$ cat src/rtl/core/btop_pkg.sv
package btop_pkg;

  localparam int unsigned MAX_STEPS_DEF = 1024;

  localparam int unsigned CFG_IDX_W  = 3;
  localparam int unsigned CFG_DATA_W = 32;

  // Configuration register indexes
  localparam logic [CFG_IDX_W-1:0] CFG_STRIKE   = 3'd0;
  localparam logic [CFG_IDX_W-1:0] CFG_UP       = 3'd1;
  localparam logic [CFG_IDX_W-1:0] CFG_DOWN     = 3'd2;
  localparam logic [CFG_IDX_W-1:0] CFG_PROB     = 3'd3;
  localparam logic [CFG_IDX_W-1:0] CFG_DISC     = 3'd4;
  localparam logic [CFG_IDX_W-1:0] CFG_STEPS    = 3'd5;
  localparam logic [CFG_IDX_W-1:0] CFG_CALL     = 3'd6;
  localparam logic [CFG_IDX_W-1:0] CFG_AMERICAN = 3'd7;

  localparam logic [30:0] ONE_Q30  = 31'h4000_0000;
  localparam logic [30:0] HALF_Q30 = 31'h2000_0000;

  typedef struct packed {
    logic        en;
    logic [31:0] a;
    logic [31:0] b;
  } mul_req_t;

  // Round a Q30-scaled product to nearest, ties up, and saturate to 32 bits.
  function automatic logic [31:0] rnd_sat_q30(input logic [63:0] prod);
    logic [63:0] sum;
    logic [33:0] sh;
    sum = prod + 64'(HALF_Q30);
    sh  = sum[63:30];
    if (sh[33:32] != 2'b00) begin
      return 32'hFFFF_FFFF;
    end
    return sh[31:0];
  endfunction

  function automatic logic [31:0] payoff(input logic [31:0] s, input logic [31:0] k,
                                         input logic call);
    if (call) begin
      return (s > k) ? (s - k) : 32'd0;
    end
    return (k > s) ? (k - s) : 32'd0;
  endfunction

endpackage

$ cat src/rtl/core/btop_mul.sv
module btop_mul
  import btop_pkg::*;
(
  input  logic        clk_i,
  input  mul_req_t    req_i,
  output logic [63:0] prod_o
);

  logic [63:0] prod_q;

  // Register the full product; hold it while no operation is issued.
  always_ff @(posedge clk_i) begin
    if (req_i.en) begin
      prod_q <= 64'(req_i.a) * 64'(req_i.b);
    end
  end

  assign prod_o = prod_q;

endmodule

$ cat config.mk
export PLATFORM = sky130hd
export DESIGN_NAME = btop_mul
export DESIGN_NICKNAME = d
export VERILOG_FILES = /design/src/rtl/core/btop_pkg.sv /design/src/rtl/core/btop_mul.sv
export SDC_FILE = /design/constraint.sdc
export NUM_CORES = 2
export LEC_CHECK = 0
export BUFFER_PORTS_ARGS = -buffer_cell sky130_fd_sc_hd__buf_2
export CORE_ASPECT_RATIO = 1.4
export CORE_MARGIN = 2
export CORE_UTILIZATION = 50
export DETAILED_ROUTE_END_ITERATION = 6
export PLACE_DENSITY = 0.67
export SLEW_MARGIN = 30
export SYNTH_ARGS = -nofsm -noshare
export SYNTH_HDL_FRONTEND = slang
export SYNTH_SLANG_ARGS = --single-unit
$ cat constraint.sdc
create_clock -name clk_i -period 16.96 [get_ports clk_i]
set_input_delay 1.696 -clock clk_i [delete_from_list [all_inputs] [get_ports clk_i]]
set_output_delay 1.696 -clock clk_i [all_outputs]
set_load 0.02 [all_outputs]
**Word-level counts from Yosys, hierarchy flattened**

Cells that the tools add are included.

- Bits in registers: 64
- Input bits: 66
- Output and inout port bits: 64
- Word-level logic and storage cells: 2

- $mul: 1

Operator list:

| cell | number |
|---|---|
| $mul 32x32->64 | 1 |

**Depth between registers and ports, before layout**

- Word-level depth: 1
- Depth in mapped cells: 29
- Mapped depth without buffers: 27

**Worst setup path before layout**

OpenSTA, ideal clock, no wires.

- Path kind: input-to-reg
- From: in req_i[57] in the netlist's numbering
- To: reg prod_q[62], in the netlist prod_o[62], data pin
- Setup time: 0.262 ns
- Arrival: 8.313 ns
- Required time: 16.698 ns
- Setup slack: 8.385 ns
- Stages on the path: 25
- Buffers on the path: 2
- Cells stage by stage: clkbuf_1 > nand2_1 > fa_1 > inv_1 > fa_1 > inv_1 > fa_1 > inv_1 > fa_1 > fa_1 > fa_1 > fa_1 > inv_1 > fa_1 > inv_1 > ha_1 > buf_2 > nand4_1 > or4_1 > or3_1 > a31oi_1 > a31o_2 > a211oi_1 > o21ai_1 > xor2_1

- Cells in the longest elaborated chain, start to end: 1

RTL lines:

| item | line | text |
|---|---|---|
| start, declared | btop_mul.sv:5 | `input mul_req_t req_i,` |
| $mul 32x32->64 | btop_mul.sv:14 | `prod_q <= 64'(req_i.a) * 64'(req_i.b);` |
| end signal, assigned | btop_mul.sv:14 |  |
| end, declared | btop_mul.sv:9 | `logic [63:0] prod_q;` |

Every way passes these cells.
A chain may end at the register's enable or synchronous reset.

**Worst setup path after layout**

Ends and elaborated chain as after synthesis.

==> run_results.csv <==
group,metric,value,unit
synthesis,synthAdderAreaFrac,0.6011,
routing,wl,96550,um
floorplan,ios,130,
finish,drive_above_1_share,0.04643,
global_route,grt_pass1_wl,152800,um
setup_path,cp_max_fo,32,
synthesis,async_flop_share,0,
setup_path,crit_type,"in2reg",
sta,maxSlewViolCount,0,
clock_tree,hold_buffers,0,
clock_tree,path_clk_slew,60,ps
global_route,grt_pass1_vias,27939,
floorplan,core_region_area,70070,um^2
synthesis,yosys_warnings,0,
clock_tree,cts_resized,0,
finish,final_common_cell,"fa_1",
synthesis,ys.flop_type,"edfxtp_1",
global_route,use_met2,0.5187,
routing,vias,25002,
synthesis,synth_edf_count,64,
outcome,status,"finished, final reports clean",
finish,final_cell_mix,"896 x fa_1, 865 x inv_1, 602 x and2_1",
hold_path,hp-start,"req_i[64]",
global_route,grtUsageTotal,0.2765,
synthesis,synth_cells,3748,
global_route,grt_max_degree,51,
global_route,busiest_layer,"met2",
sta,rsz0062_at_grt,"false",
setup_path,startpoint_type,"input port",
global_route,overflow,0,
sta,tightestPinTransition,910.5,ps
setup_path,end_kind,"flip-flop",
routing,avgViaCountPerCell,5.409,
synthesis,seq_area_frac_synth,0.05442,
finish,synthToLayoutAreaGrowth,3.993,%
setup_path,cp.required,17060,ps
sta,max_freq,0.1060,GHz
synthesis,synthSimpleGateAreaFrac,0.1730,
sta,fin_crit,9434,ps
hold_path,hold_end,"prod_o[42]",
sta,final-hold-violation-count,0,
clock_tree,htree_levels,3,
setup_path,cpPeakStageDelay,580,ps
finish,fin_nets,4903,
sta,slew_headroom,0.3889,
setup_path,cp_slowest_cell,"buf_2",
clock_tree,cts_buffers,9,
clock_tree,clock-sinks,64,
setup_path,crit_chain,"buf_2, and2_1, fa_1, fa_1, inv_1, fa_1, fa_1, inv_1, fa_1, fa_1, fa_1, inv_1, fa_1, inv_1, ha_1, nand4_1, or4_1, or3_1, a31oi_1, a31o_2, a211oi_1, o21ai_1, xor2_1",
hold_path,min_path_type,"in2reg",
floorplan,die-area,72800,um^2
finish,largest_register_ffs,64,
sta,setup_tns,0,ps
setup_path,path_buf_inv,5,
routing,dr.pass1.iters,5,
setup_path,worstPathArrival,9530,ps
global_route,use_met1,0.2939,
synthesis,muxShareOfSynthArea,0.0002834,
place,portBuffers,129,
clock_tree,post-cts-setup-buffers,0,
synthesis,synth.avg_cell_area,9.423,um^2
sta,finalSetupViolCount,0,
synthesis,synth_cell_types,57,
setup_path,cpLargestDelayFamily,"adder cells",
place,dpl.hpwl,78630,um
synthesis,synth_xor_area_frac,0.01488,
synthesis,synth_top_family_by_area,"adder cells",
run,drv_cap,0,
global_route,antenna_found_initial,4,
floorplan,initial_core_util,0.5040,
floorplan,die_y,318.5,um
clock_tree,clock_path_buffers,2,
floorplan,die_w,228.6,um
routing,wire_per_inst,20.89,um
synthesis,synth_compound_area_frac,0.04078,
floorplan,rows,115,
routing,drtAntennaViolNets,0,
global_route,globalRouteMet3Util,0.02194,
synthesis,syn_area,35320,um^2
hold_path,worst_hold_path.num_cells,1,
synthesis,syn_nets,4973,
sta,period_share,0.5563,
place,place_congestion,0.9219,
clock_tree,cts_tree,"built",
clock_tree,root_buffer,"clkbuf_16",
routing,drt-initial-drc-count,1280,
synthesis,synth_seq_cells,64,
routing,drc,0,
setup_path,path_common_cell,"fa_1",
## worst max-delay path by stage
stage | cells after the start | slack [ps] | start | endpoint
6_report | 23 | 7530 | req_i[57] | prod_o[62]
5_1_grt | 23 | 7220 | req_i[9] | prod_o[62]
4_1_cts | 25 | 7600 | req_i[56] | prod_o[62]
3_5_place_dp | 25 | 7230 | req_i[56] | prod_o[62]
3_3_place_gp | 22 | 7360 | req_i[17] | prod_o[62]
2_1_floorplan | 25 | 8390 | req_i[57] | prod_o[62]
## routing by layer
layer	share of wire	wire length, um
met1	0.33	31710
met2	0.55	53430
met3	0.038	3627
met4	0.081	7782
met5	0	0
## area by class of cell
| type | instances | area, um^2 |
|---|---|---|
| Clock buffer | 9 | 225.2 |
| Timing Repair Buffer | 139 | 720.7 |
| Inverter | 865 | 3247 |
| Multi-Input combinational cell | 2599 | 29310 |
| Tap cell | 936 | 1171 |
| Antenna cell | 3 | 7.507 |
| Sequential cell | 64 | 1922 |
| Fill cell | 6563 | 33350 |
| Clock inverter | 7 | 118.9 |
## cell usage after synthesis, types with 4 or more instances
cell type    n  area (um^2)
nand2_1    480         1802
o21ai_1      5        25.02
clkbuf_1   213        799.5
a31oi_1     12        75.07
nand3_1     10        50.05
buf_2        6        30.03
and3_1      14        87.58
ha_1       263         3291
fa_1       896        17940
a221o_1      4        40.04
edfxtp_1    64         1922
nand4_1     23        143.9
a21oi_1     63        315.3
a21o_1      40        300.3
nor2_1      20        75.07
inv_1      865         3247
xor2_1      25        219.0
xnor2_1     35        306.5
o21bai_1    10        75.07
and2_1     602         3766
o21a_1       9        67.56
nor3_1       7        35.03
o21ai_0     21        105.1
## cell families after synthesis
family          Yosys count
xor+xnor                 60
fa+ha+maj              1159
buf+inv                1085
simple gates           1177
mux                       1
flops                    64
compound gates          202
## metrics by stage
stage	instance area [um^2]	hold slack, ps	setup slack [ps]	utilization	std cells
after floorplan	35320	1809	8385	-	3748
after global placement	36370	2139	7360	0.5191	4603
after detailed placement	36370	2140	7232	0.5191	4603
after CTS	36720	1770	7603	0.5240	4619
after global routing	36720	1787	7220	0.5240	4619
final	36730	1792	7526	0.5241	4622
Power is not shown: default switching activity piles up to over one toggle a cycle in this logic, so the estimate is an artifact.
